### src/rtl/slcfc_pkg.sv
`timescale 1ns / 1ps
// Shared types, constants and the CRC-16 byte step for the frame checker.
// No dependencies; used by slcfc_deframer and sync_length_crc16_frame_checker.
package slcfc_pkg;

	localparam int MAX_PAYLOAD = 76;
	localparam int HDR_BYTES   = 6;

	localparam int BYTE_W = 8;
	localparam int IDX_W  = 7;
	localparam int STAT_W = 2;
	localparam int CRC_W  = 16;
	localparam int POS_W  = $clog2(HDR_BYTES + MAX_PAYLOAD + 1);
	localparam int LEN_W  = $clog2(MAX_PAYLOAD + 1);
	localparam int CFG_IDX_W = 1;

	localparam logic [CRC_W-1:0] CRC_POLY = 16'h1021;

	localparam logic [BYTE_W-1:0] SYNC_FIRST_RST  = 8'h5A;
	localparam logic [BYTE_W-1:0] SYNC_SECOND_RST = 8'hA5;

	// Configuration register indexes
	localparam logic [CFG_IDX_W-1:0] REG_SYNC_FIRST  = 1'd0;
	localparam logic [CFG_IDX_W-1:0] REG_SYNC_SECOND = 1'd1;

	// Header positions within a frame
	localparam logic [POS_W-1:0] POS_SYNC0  = POS_W'(0);
	localparam logic [POS_W-1:0] POS_SYNC1  = POS_W'(1);
	localparam logic [POS_W-1:0] POS_LEN_LO = POS_W'(2);
	localparam logic [POS_W-1:0] POS_LEN_HI = POS_W'(3);
	localparam logic [POS_W-1:0] POS_CHK_LO = POS_W'(4);
	localparam logic [POS_W-1:0] POS_CHK_HI = POS_W'(5);

	typedef enum logic [STAT_W-1:0] {
		STAT_CRC_OK  = 2'd0,
		STAT_CRC_BAD = 2'd1,
		STAT_TOO_LONG = 2'd2
	} status_t;

	typedef struct packed {
		logic [BYTE_W-1:0] rx_byte;
		logic              frame_start;
	} item_t;

	typedef struct packed {
		logic [BYTE_W-1:0] payload_byte;
		logic [IDX_W-1:0]  byte_index;
		logic              is_last;
		status_t           status;
	} result_t;

	// CRC-16, polynomial 0x1021, MSB first, one byte per call
	function automatic logic [CRC_W-1:0] crc16_byte(input logic [CRC_W-1:0] crc_in,
		input logic [BYTE_W-1:0] data);
		logic [CRC_W-1:0] c;
		c = crc_in ^ {data, 8'h00};
		for (int k = 0; k < 8; k++) begin
			c = c[CRC_W-1] ? ((c << 1) ^ CRC_POLY) : (c << 1);
		end
		return c;
	endfunction

endpackage

### src/rtl/slcfc_deframer.sv
`timescale 1ns / 1ps
// Frame state, sync registers and the one-byte step of the deframer.
// Depends on slcfc_pkg.
module slcfc_deframer (
	input  logic                               clk,
	input  logic                               arst_n,
	input  logic                               cfg_we,
	input  logic [slcfc_pkg::CFG_IDX_W-1:0]    cfg_index,
	input  logic [slcfc_pkg::BYTE_W-1:0]       cfg_data,
	input  logic                               step_en,
	input  slcfc_pkg::item_t                   item,
	output logic                               res_valid,
	output slcfc_pkg::result_t                 res
);

	localparam int POS_W = slcfc_pkg::POS_W;
	localparam int LEN_W = slcfc_pkg::LEN_W;

	logic [slcfc_pkg::BYTE_W-1:0] sync_first_q, sync_second_q;
	logic                         active_q;
	logic [POS_W-1:0]             pos_q;
	logic [slcfc_pkg::CRC_W-1:0]  crc_q;
	logic [slcfc_pkg::CRC_W-1:0]  chk_q;
	logic [slcfc_pkg::BYTE_W-1:0] len_lo_q;
	logic [LEN_W-1:0]             len_q;

	logic                         act_n;
	logic [POS_W-1:0]             pos_cur, pos_n;
	logic [slcfc_pkg::CRC_W-1:0]  crc_cur, crc_n, crc_b, chk_n, chk_full;
	logic [slcfc_pkg::BYTE_W-1:0] len_lo_n, b;
	logic [LEN_W-1:0]             len_n;
	logic [15:0]                  len_full;
	logic [POS_W-1:0]             pay_idx;

	always_ff @(posedge clk or negedge arst_n) begin
		if (!arst_n) begin
			sync_first_q  <= slcfc_pkg::SYNC_FIRST_RST;
			sync_second_q <= slcfc_pkg::SYNC_SECOND_RST;
		end else if (cfg_we) begin
			case (cfg_index)
				slcfc_pkg::REG_SYNC_FIRST:  sync_first_q  <= cfg_data;
				slcfc_pkg::REG_SYNC_SECOND: sync_second_q <= cfg_data;
				default: ;
			endcase
		end
	end

	assign b        = item.rx_byte;
	assign pos_cur  = item.frame_start ? '0 : pos_q;
	assign crc_cur  = item.frame_start ? '0 : crc_q;
	assign crc_b    = slcfc_pkg::crc16_byte(crc_cur, b);
	assign len_full = {b, len_lo_q};
	assign chk_full = {b, chk_q[7:0]};
	assign pay_idx  = pos_cur - POS_W'(slcfc_pkg::HDR_BYTES);

	always_comb begin
		act_n     = item.frame_start | active_q;
		pos_n     = pos_cur;
		crc_n     = crc_cur;
		chk_n     = chk_q;
		len_lo_n  = len_lo_q;
		len_n     = len_q;
		res_valid = 1'b0;
		res       = '0;
		if (act_n) begin
			case (pos_cur)
				slcfc_pkg::POS_SYNC0, slcfc_pkg::POS_SYNC1: begin
					if (b != ((pos_cur == slcfc_pkg::POS_SYNC0) ? sync_first_q
							: sync_second_q)) begin
						act_n = 1'b0;
					end else begin
						crc_n = crc_b;
						pos_n = pos_cur + POS_W'(1);
					end
				end
				slcfc_pkg::POS_LEN_LO: begin
					len_lo_n = b;
					crc_n    = crc_b;
					pos_n    = pos_cur + POS_W'(1);
				end
				slcfc_pkg::POS_LEN_HI: begin
					crc_n = crc_b;
					pos_n = pos_cur + POS_W'(1);
					if (len_full > 16'(slcfc_pkg::MAX_PAYLOAD)) begin
						act_n          = 1'b0;
						res_valid      = 1'b1;
						res.is_last    = 1'b1;
						res.status     = slcfc_pkg::STAT_TOO_LONG;
					end else begin
						len_n = len_full[LEN_W-1:0];
					end
				end
				slcfc_pkg::POS_CHK_LO: begin
					chk_n = {chk_q[15:8], b};
					pos_n = pos_cur + POS_W'(1);
				end
				slcfc_pkg::POS_CHK_HI: begin
					chk_n = chk_full;
					pos_n = pos_cur + POS_W'(1);
					if (len_q == '0) begin
						act_n       = 1'b0;
						res_valid   = 1'b1;
						res.is_last = 1'b1;
						res.status  = (crc_cur == chk_full) ? slcfc_pkg::STAT_CRC_OK
							: slcfc_pkg::STAT_CRC_BAD;
					end
				end
				default: begin
					// payload byte: pass through and fold into the CRC
					crc_n            = crc_b;
					pos_n            = pos_cur + POS_W'(1);
					res_valid        = 1'b1;
					res.payload_byte = b;
					res.byte_index   = slcfc_pkg::IDX_W'(pay_idx);
					if ((POS_W + 1)'(pay_idx) + (POS_W + 1)'(1)
							>= (POS_W + 1)'(len_q)) begin
						act_n       = 1'b0;
						res.is_last = 1'b1;
						res.status  = (crc_b == chk_q) ? slcfc_pkg::STAT_CRC_OK
							: slcfc_pkg::STAT_CRC_BAD;
					end
				end
			endcase
		end
	end

	always_ff @(posedge clk or negedge arst_n) begin
		if (!arst_n) begin
			active_q <= 1'b0;
			pos_q    <= '0;
			crc_q    <= '0;
			chk_q    <= '0;
			len_lo_q <= '0;
			len_q    <= '0;
		end else if (step_en) begin
			active_q <= act_n;
			pos_q    <= pos_n;
			crc_q    <= crc_n;
			chk_q    <= chk_n;
			len_lo_q <= len_lo_n;
			len_q    <= len_n;
		end
	end

	a_last_ends_frame: assert property (@(posedge clk) disable iff (!arst_n)
		step_en && res_valid && res.is_last |=> !active_q)
		else $error("frame still active after its final result");

	a_pos_bound: assert property (@(posedge clk) disable iff (!arst_n)
		active_q |-> pos_q <= POS_W'(slcfc_pkg::HDR_BYTES + slcfc_pkg::MAX_PAYLOAD - 1))
		else $error("position past the payload bound");

	a_len_bound: assert property (@(posedge clk) disable iff (!arst_n)
		active_q && (pos_q > slcfc_pkg::POS_LEN_HI)
		|-> len_q <= LEN_W'(slcfc_pkg::MAX_PAYLOAD))
		else $error("accepted length exceeds the payload bound");

	a_payload_only_when_active: assert property (@(posedge clk) disable iff (!arst_n)
		step_en && res_valid && !res.is_last |=> active_q)
		else $error("frame ended on a non-final result");

endmodule

### config.mk
export PLATFORM = sky130hd
export DESIGN_NAME = slcfc_deframer
export DESIGN_NICKNAME = d
export VERILOG_FILES = /design/src/rtl/slcfc_pkg.sv /design/src/rtl/slcfc_deframer.sv
export SDC_FILE = /design/constraint.sdc
export NUM_CORES = 1
export LEC_CHECK = 0
export BUFFER_PORTS_ARGS = -buffer_cell sky130_fd_sc_hd__buf_2
export CAP_MARGIN = 15
export CELL_PAD_IN_SITES_DETAIL_PLACEMENT = 0
export CELL_PAD_IN_SITES_GLOBAL_PLACEMENT = 1
export CORE_MARGIN = 8
export CORE_UTILIZATION = 47
export CTS_CLUSTER_SIZE = 30
export DETAILED_ROUTE_END_ITERATION = 8
export PLACE_DENSITY_LB_ADDON = 0.1
export SYNTH_ARGS = -nofsm -noshare
export SYNTH_HDL_FRONTEND = slang
export SYNTH_SLANG_ARGS = --single-unit
### constraint.sdc
create_clock -name clk -period 6.4 [get_ports clk]
set_clock_uncertainty 0.05 [all_clocks]
set_input_delay 1.28 -clock clk [delete_from_list [all_inputs] [get_ports clk]]
set_output_delay 1.28 -clock clk [all_outputs]
set_load 0.02 [all_outputs]
## Word-level counts from Yosys, hierarchy flattened

Index checks and enable logic that the tools add are counted.

| word-level totals | value |
|---|---|
| output and inout port bits | 19 |
| input port bits | 22 |
| bits in registers | 71 |
| word-level logic and storage cells | 85 |

| cells by class | value |
|---|---|
| reduce and logical (&&, ||, !) cells | 13 |
| muxes and demuxes | 36 |
| add/sub/neg operators | 3 |
| order comparisons | 2 |
| eq/ne operators | 8 |
| bitwise logic cells | 14 |

Operators with widths:

| operator | number |
|---|---|
| $mux 13 | 8 |
| $pmux 16 s2 | 2 |
| $mux 16 | 3 |
| $eq 16x16->1 | 2 |
| $mux 7 | 4 |
| $not 3->3 | 8 |
| $mux 18 | 1 |
| $gt 16x7->1 const B | 1 |
| $xor 16x16->16 | 1 |
| $mux 15 | 1 |
| $eq 7x2->1 const B | 2 |
| $eq 7x3->1 const B | 2 |
| $logic_not 7->1 | 2 |
| $reduce_and 4->1 | 3 |
| $mux 1 | 10 |
| $mux 3 | 3 |
| $pmux 3 s3 | 1 |
| $add 7x1->8 const B | 1 |
| $ge 8x7->1 | 1 |
| $mux 8 | 1 |
| $ne 8x8->1 | 1 |
| $add 7x1->7 const B | 1 |
| $eq 7x1->1 const B | 1 |
| $sub 7x3->7 const B | 1 |
| 9 further kinds | 15 |

## Depth between registers and ports, before layout

Gate-level depths: netlist of the first run.

| depth | value |
|---|---|
| depth in word-level cells | 23 |
| gate-level depth with buffers | 18 |
| mapped depth without buffers | 15 |

## Worst setup path before layout of the first run

OpenSTA, ideal clock, no wires.

| timing path | value |
|---|---|
| kind | input-to-output |
| start | input port item[0] (netlist bit) |
| end | output port res[0] (netlist bit) |
| slack | 358 ps |
| path buffers | 4 |
| cell stages on the path | 17 |
| data arrival time | 4712 ps |
| required time | 5070 ps |
| cell sequence | clkbuf_1 -> clkbuf_1 -> buf_2 -> clkbuf_1 -> nor2b_1 -> ha_1 -> xnor2_1 -> and3_1 -> nand2_1 -> xnor2_1 -> ha_1 -> o2111ai_1 -> o21ai_0 -> a211oi_1 -> o21ai_0 -> nand2_1 -> a211oi_1 |

RTL lines:

| item | RTL line | text |
|---|---|---|
| start: declaration | slcfc_deframer.sv:11 | `input slcfc_pkg::item_t item,` |
| end: declaration | slcfc_deframer.sv:13 | `output slcfc_pkg::result_t res` |

==> flow_summary.yaml, run 1 <==
die:
  die_h_microns: 118
  coreArea_sq_mm: 0.0102
  io_pins: 41
  initial_core_util: 0.481
  rows: 37
  die_area_sq_mm: 0.0140
  die-width_microns: 118
power_and_ir_drop:
  ir_drop_uv: 132
  cellLeakagePower_nw: 2.41
  power_density_mw_per_mm2: 231
route:
  drtIter0Drc: 283
  drt_pass1_iterations: 4
  viasPerCell: 5.66
  drtAntennaViolNets: 0
  vias: 3828
  routed_wl_mm: 12.9
  wl_per_cell_microns: 19.1
  drc: 0
synth:
  netlist_area_sq_mm: 0.00492
  synthAdderAreaFrac: 0.0331
  synth_compound_area_frac: 0.134
  synth_nets: 540
  yosysWarnings: 0
  ys_ff_latch: 71
  synth-seq-area-share: 0.363
  synth_mux_area_frac: 0.109
  synth_simple_gate_area_frac: 0.175
  ys.flop_type: "dfrtp_1"
  yosysUniqueCellTypes: 60
  async_flop_share: 1.00
  syn_avg_cell_area_sq_um: 9.74
  synth_edf_count: 0
  synth_top_family_by_area: "simple AND/OR/NAND/NOR gates"
  synth_xor_area_frac: 0.147
  postSynthCellCount: 505
timing:
  worst_pin_slew_ns: 0.950
  slew_headroom: 0.367
  tns_ns: 0
  slew_violations: 0
  hold_ws_ns: 0.460
  fmax_mhz: 174
  period_share: 0.900
  setup_viol_count_final: 0
  fin_crit_ns: 5.76
  setup_slack_ns: 0.638
  rsz0062_at_grt: "no"
  hold_viol_final: 0
final_layout:
  layout-drive-gt1-share: 0.246
  multiInputGateArea_sq_mm: 0.00294
  fillers: 977
  area_delta_synth_final_pct: 10.7
  final_nets: 570
  antenna_cells: 0
  fin_area_sq_mm: 0.00544
  seq_area_sq_mm: 0.00179
  fin_util: 0.532
worst_setup_path:
  crit_chain: "buf_2, inv_1, nand2_1, inv_1, ha_1, xnor2_1, and3_1, nand2_1, xnor2_1, ha_1, o2111ai_1, o21ai_0, a211oi_1, o21ai_0, nand2_1, a211oi_1, buf_2"
  path_buf_inv: 4
  worstPathRequired_ns: 5.07
  cpMostUsedCell: "nand2_1"
  cp_max_fo: 13
  arrival_ns: 4.43
  start_kind: "input pin"
  critPathTopFamily: "compound AO/OA/AOI/OAI gates"
  crit_type: "input pin to output pin"
  critPathCaptureType: "output pin"
  crit_slowest_cell: "xnor2_1"
  cpPeakStageDelay_ns: 0.34
clocking:
  cts_num_sinks: 71
  clk_latency_ns: 0.36
  cts_tree: "done"
  htreeDepth: 3
  clk_path_buf_depth: 2
  postCtsHoldBufs: 0
  ctsResizeCount: 0
  cts_buffers: 9
  clkSlewWorstSetupHoldPaths_ns: 0.08
  cts-root-buf: "clkbuf_8"
  post_cts_buffers: 0
grt:
  grt_max_degree: 72
  grt_use_total: 0.187
  antenna_found_initial: 0
  grt_pass1_wl_mm: 21.0
  grt_pass1_vias: 3898
  grt_overflow: 0
placed_design:
  dp_slack_ns: 0.676
  portBuffers: 40
  dpl-instance-area_sq_mm: 0.00520
  place_hpwl_mm: 9.30
  place.gp.congestion: 0.862
hold_path:
  min_path_type: "register to register"
run_status:
  outcome: "completed"
run:
  max-cap-violations: 0
final cells by class:
type / instances / area share
multi-input cells: 391 / 0.540
flip-flops and latches: 71 / 0.328
repair buffers: 45 / 0.0437
well taps: 136 / 0.0313
clock buffers: 10 / 0.0253
clock inverters: 6 / 0.0198
inverters: 17 / 0.0117
per-stage QoR:
stage | power (W) | cells
3_5_place_dp | 0.000822 | 660
6_report | 0.00126 | 676
2_1_floorplan | 0.000745 | 505
3_3_place_gp | 0.000818 | 660
4_1_cts | 0.00127 | 676
5_1_grt | 0.00132 | 676
cells in the final DEF, fill, tap and decap left out, drive strengths merged, types with 3 or more instances in the layout:
master  instances
o32ai           4
nand2          33
dfrtp          63
o21ai          23
or4             3
ha             13
xnor2          55
a21oi          14
nor3           13
nor2           41
clkbuf         10
a32o           15
nand3           6
buf            45
dfstp           8
and2           11
nor3b           3
nor2b          16
bufinv          3
mux2           45
nand2b          5
nand4           4
xor2           22
nand4b          3
nor4            5
a31oi          14
and3            7
a211oi          4
mux2i           3
inv            17
power by group:
part / switching [W] / total [W] / internal [W]
Sequential: 0.0000425 / 0.000530 / 0.000488
Clock: 0.000177 / 0.000445 / 0.000268
Combinational: 0.000153 / 0.000284 / 0.000132
Yosys cell counts (all sizes together) (3+ instances only):
library cell	n	area, sq um
nor3b	3	22.5
mux2	45	507
nand3	6	30.0
inv	17	63.8
and2	11	68.8
xnor2	55	482
nor2	41	154
o32ai	4	35.0
nand4b	3	26.3
dfstp	8	210
a21oi	14	70.1
xor2	22	193
a211oi	4	35.0
and3	7	43.8
clkbuf	19	75.1
nor3	13	70.1
nor2b	16	100
o21ai	23	138
mux2i	3	30.0
nand4	4	31.3
dfrtp	63	1580
nand2	33	124
a31oi	14	87.6
a32o	15	160
or4	3	22.5
nand2b	5	31.3
nor4	5	31.3
buf	7	51.3
ha	13	163
state kept, by name, summed over array words and instances, names as in the netlist:
register,cells
sync_first_q,8
active_q,1
sync_second_q,8
pos_q,7
crc_q,16
len_q,7
len_lo_q,8
chk_q,16
kinds of logic (layout without fill, tap and decap cells):
group / Yosys count / after routing
and+or+nand+nor: 162 / 162
AOI/OAI and AO/OA: 89 / 89
xor gates and xnor gates: 79 / 79
DFF: 71 / 71
muxes: 48 / 48
buffers and inverters: 43 / 78
adders and majority gates: 13 / 13
final timing paths:
path,startpoint,to,slack [ns],depth (start not counted)
setup / recovery,item[0],res[0],0.64,17
hold / removal,crc_q[12]$_DFFE_PN0P_,crc_q[12]$_DFFE_PN0P_,0.46,1
setup reg to reg,pos_q[0]$_DFFE_PN0P_,crc_q[9]$_DFFE_PN0P_,3.01,10
hold reg to reg,crc_q[12]$_DFFE_PN0P_,crc_q[12]$_DFFE_PN0P_,0.46,1
max in group asynchronous,arst_n,sync_second_q[3]$_DFFE_PN0P_,4.59,2
min in group asynchronous,arst_n,chk_q[5]$_DFFE_PN0P_,1.10,2
metal layers:
layer  vias to the layer above  GRT usage  part of all wire  wire [microns]
met1                      1898      0.252              0.48            6250
met3                        12     0.0343             0.038             488
met5                         -          0                 0               0
li1                       1854          -                 -               -
met4                         0     0.0616             0.014             176
met2                        64      0.297              0.46            5980
(Power assumes the default switching activity.)
==> run 2, diff against run 1 <==
--- a/config.mk
+++ b/config.mk
@@ -7,13 +7,11 @@
 export LEC_CHECK = 0
 export BUFFER_PORTS_ARGS = -buffer_cell sky130_fd_sc_hd__buf_2
 export CAP_MARGIN = 15
-export CELL_PAD_IN_SITES_DETAIL_PLACEMENT = 0
-export CELL_PAD_IN_SITES_GLOBAL_PLACEMENT = 1
 export CORE_MARGIN = 8
-export CORE_UTILIZATION = 47
+export CORE_UTILIZATION = 61
 export CTS_CLUSTER_SIZE = 30
 export DETAILED_ROUTE_END_ITERATION = 8
-export PLACE_DENSITY_LB_ADDON = 0.1
+export PLACE_DENSITY = 0.81
 export SYNTH_ARGS = -nofsm -noshare
 export SYNTH_HDL_FRONTEND = slang
 export SYNTH_SLANG_ARGS = --single-unit
==> flow_summary.yaml, run 2 (same netlist as run 1, synthesis figures left out) <==
route:
  vias: 4044
  wl_per_cell_microns: 19.3
  drtIter0Drc: 321
  routed_wl_mm: 12.4
  viasPerCell: 6.31
  drt_pass1_iterations: 5
  drc: 0
  drtAntennaViolNets: 0
die:
  die-width_microns: 106
  io_pins: 41
  coreArea_sq_mm: 0.00777
  die_area_sq_mm: 0.0112
  rows: 32
  die_h_microns: 106
  initial_core_util: 0.633
clocking:
  cts-root-buf: "clkbuf_8"
  postCtsHoldBufs: 0
  htreeDepth: 3
  ctsResizeCount: 0
  clk_path_buf_depth: 2
  clkSlewWorstSetupHoldPaths_ns: 0.07
  post_cts_buffers: 0
  cts_buffers: 9
  cts_tree: "done"
  clk_latency_ns: 0.36
  cts_num_sinks: 71
timing:
  slew_violations: 0
  slew_headroom: 0.395
  worst_pin_slew_ns: 0.908
  tns_ns: 0
  setup_viol_count_final: 0
  hold_viol_final: 0
  setup_slack_ns: 0.441
  fmax_mhz: 168
  period_share: 0.931
  fin_crit_ns: 5.96
  rsz0062_at_grt: "no"
power_and_ir_drop:
  power_density_mw_per_mm2: 223
  pwr-share-clk: 0.318
  cellLeakagePower_nw: 2.38
  netSwitchingPower_w: 0.000376
  finalPower_w: 0.00120
  switching_share: 0.315
  comb_power_share: 0.238
  ir_drop_uv: 185
  p_int_w: 0.000819
  seqPwrFrac: 0.445
grt:
  grt_max_degree: 72
  grt_use_total: 0.228
  grt_overflow: 0
  antenna_found_initial: 1
  grt_pass1_wl_mm: 20.7
  grt_pass1_vias: 4151
worst_setup_path:
  crit_slowest_cell: "o32ai_1"
  critPathCaptureType: "output pin"
  path_buf_inv: 4
  crit_chain: "buf_2, inv_1, nand2_1, inv_1, ha_1, nor3_1, o32ai_1, xnor2_1, ha_1, o2111ai_1, o21ai_0, a211oi_1, o21ai_0, nand2_1, a211oi_1, buf_2"
  worstPathRequired_ns: 5.07
  critPathTopFamily: "compound AO/OA/AOI/OAI gates"
  arrival_ns: 4.63
  cpPeakStageDelay_ns: 0.51
  crit_type: "input pin to output pin"
  cp_max_fo: 8
  start_kind: "input pin"
run:
  max-cap-violations: 0
final_layout:
  top_regs: "chk_q x16, crc_q x16"
  layout-drive-gt1-share: 0.243
  layout_common_cells: "dfrtp_1, xnor2_1, mux2_2, nor2_1, buf_2"
  fillers: 605
  final_nets: 568
  area_delta_synth_final_pct: 8.83
  final_common_cell: "dfrtp_1"
  fin_cells: 641
hold_path:
  min_path_type: "register to register"
placed_design:
  portBuffers: 40
  place_hpwl_mm: 8.85
  place.gp.congestion: 0.925
  post-place-cells: 624
  dp_slack_ns: 0.537
run_status:
  outcome: "completed"
==> run 2: changes by cell type in the layout (fill, tap and decap cells not counted) <==
cell | previous run | this run
buf_4 | 5 | 3
clkinv_4 | 0 | 1
diode_2 | 0 | 1
bufinv_16 | 3 | 1
clkbuf_8 | 10 | 11
==> run 2: power by group through the flow <==
stage / logic [W] / clock network (W) / registers, W
6_report: 0.000284 / 0.000380 / 0.000531
2_1_floorplan: 0.000224 / 0 / 0.000521
3_3_place_gp: 0.000270 / 0 / 0.000536
4_1_cts: 0.000282 / 0.000383 / 0.000530
3_5_place_dp: 0.000280 / 0 / 0.000539
5_1_grt: 0.000311 / 0.000403 / 0.000536
==> run 2: final timing paths <==
kind,startpoint,end,slack [ns],cells past startpoint
worst max-delay path,item[0],res[0],0.44,16
worst min-delay path,crc_q[12]$_DFFE_PN0P_,crc_q[12]$_DFFE_PN0P_,0.45,1
worst max register to register,pos_q[0]$_DFFE_PN0P_,crc_q[4]$_DFFE_PN0P_,2.94,10
worst min register to register,crc_q[12]$_DFFE_PN0P_,crc_q[12]$_DFFE_PN0P_,0.45,1
max in group asynchronous,arst_n,crc_q[3]$_DFFE_PN0P_,4.61,2
min in group asynchronous,arst_n,crc_q[2]$_DFFE_PN0P_,1.08,2
==> run 2: worst register-to-register path, delay by kind of cell (launching register included) <==
kind	cells	cell delay, ns
AOI/OAI and AO/OA	4	1.36
muxes	1	0.13
DFF	1	0.39
adders and majority gates	1	0.33
and+or+nand+nor	3	1.01
buffers and inverters	1	0.14
==> run 2: area by class of cell <==
cell class / count / area (sq um) / area share
tap: 102 / 128 / 0.0238
timing repair buffer: 43 / 223 / 0.0416
multi-input combinational: 391 / 2940 / 0.549
clock buffer: 11 / 151 / 0.0283
inverter: 17 / 63.8 / 0.0119
clock inverter: 5 / 56.3 / 0.0105
sequential: 71 / 1790 / 0.334
antenna: 1 / 2.50 / 0.000468
==> run 2: routing by layer <==
layer	GRT usage	vias up	wire [microns]
met4	0.0915	0	263
met1	0.290	2000	5420
met2	0.367	172	5900
li1	-	1848	-
met3	0.0493	24	772
met5	0	-	0
==> run 2: stage by stage <==
stage | cell area [sq um] | util | hold slack (ns)
2_1_floorplan | 4920 | - | 0.418
3_3_place_gp | 5140 | 0.662 | 0.431
3_5_place_dp | 5140 | 0.662 | 0.439
4_1_cts | 5350 | 0.689 | 0.456
5_1_grt | 5350 | 0.689 | 0.476
6_report | 5350 | 0.689 | 0.450
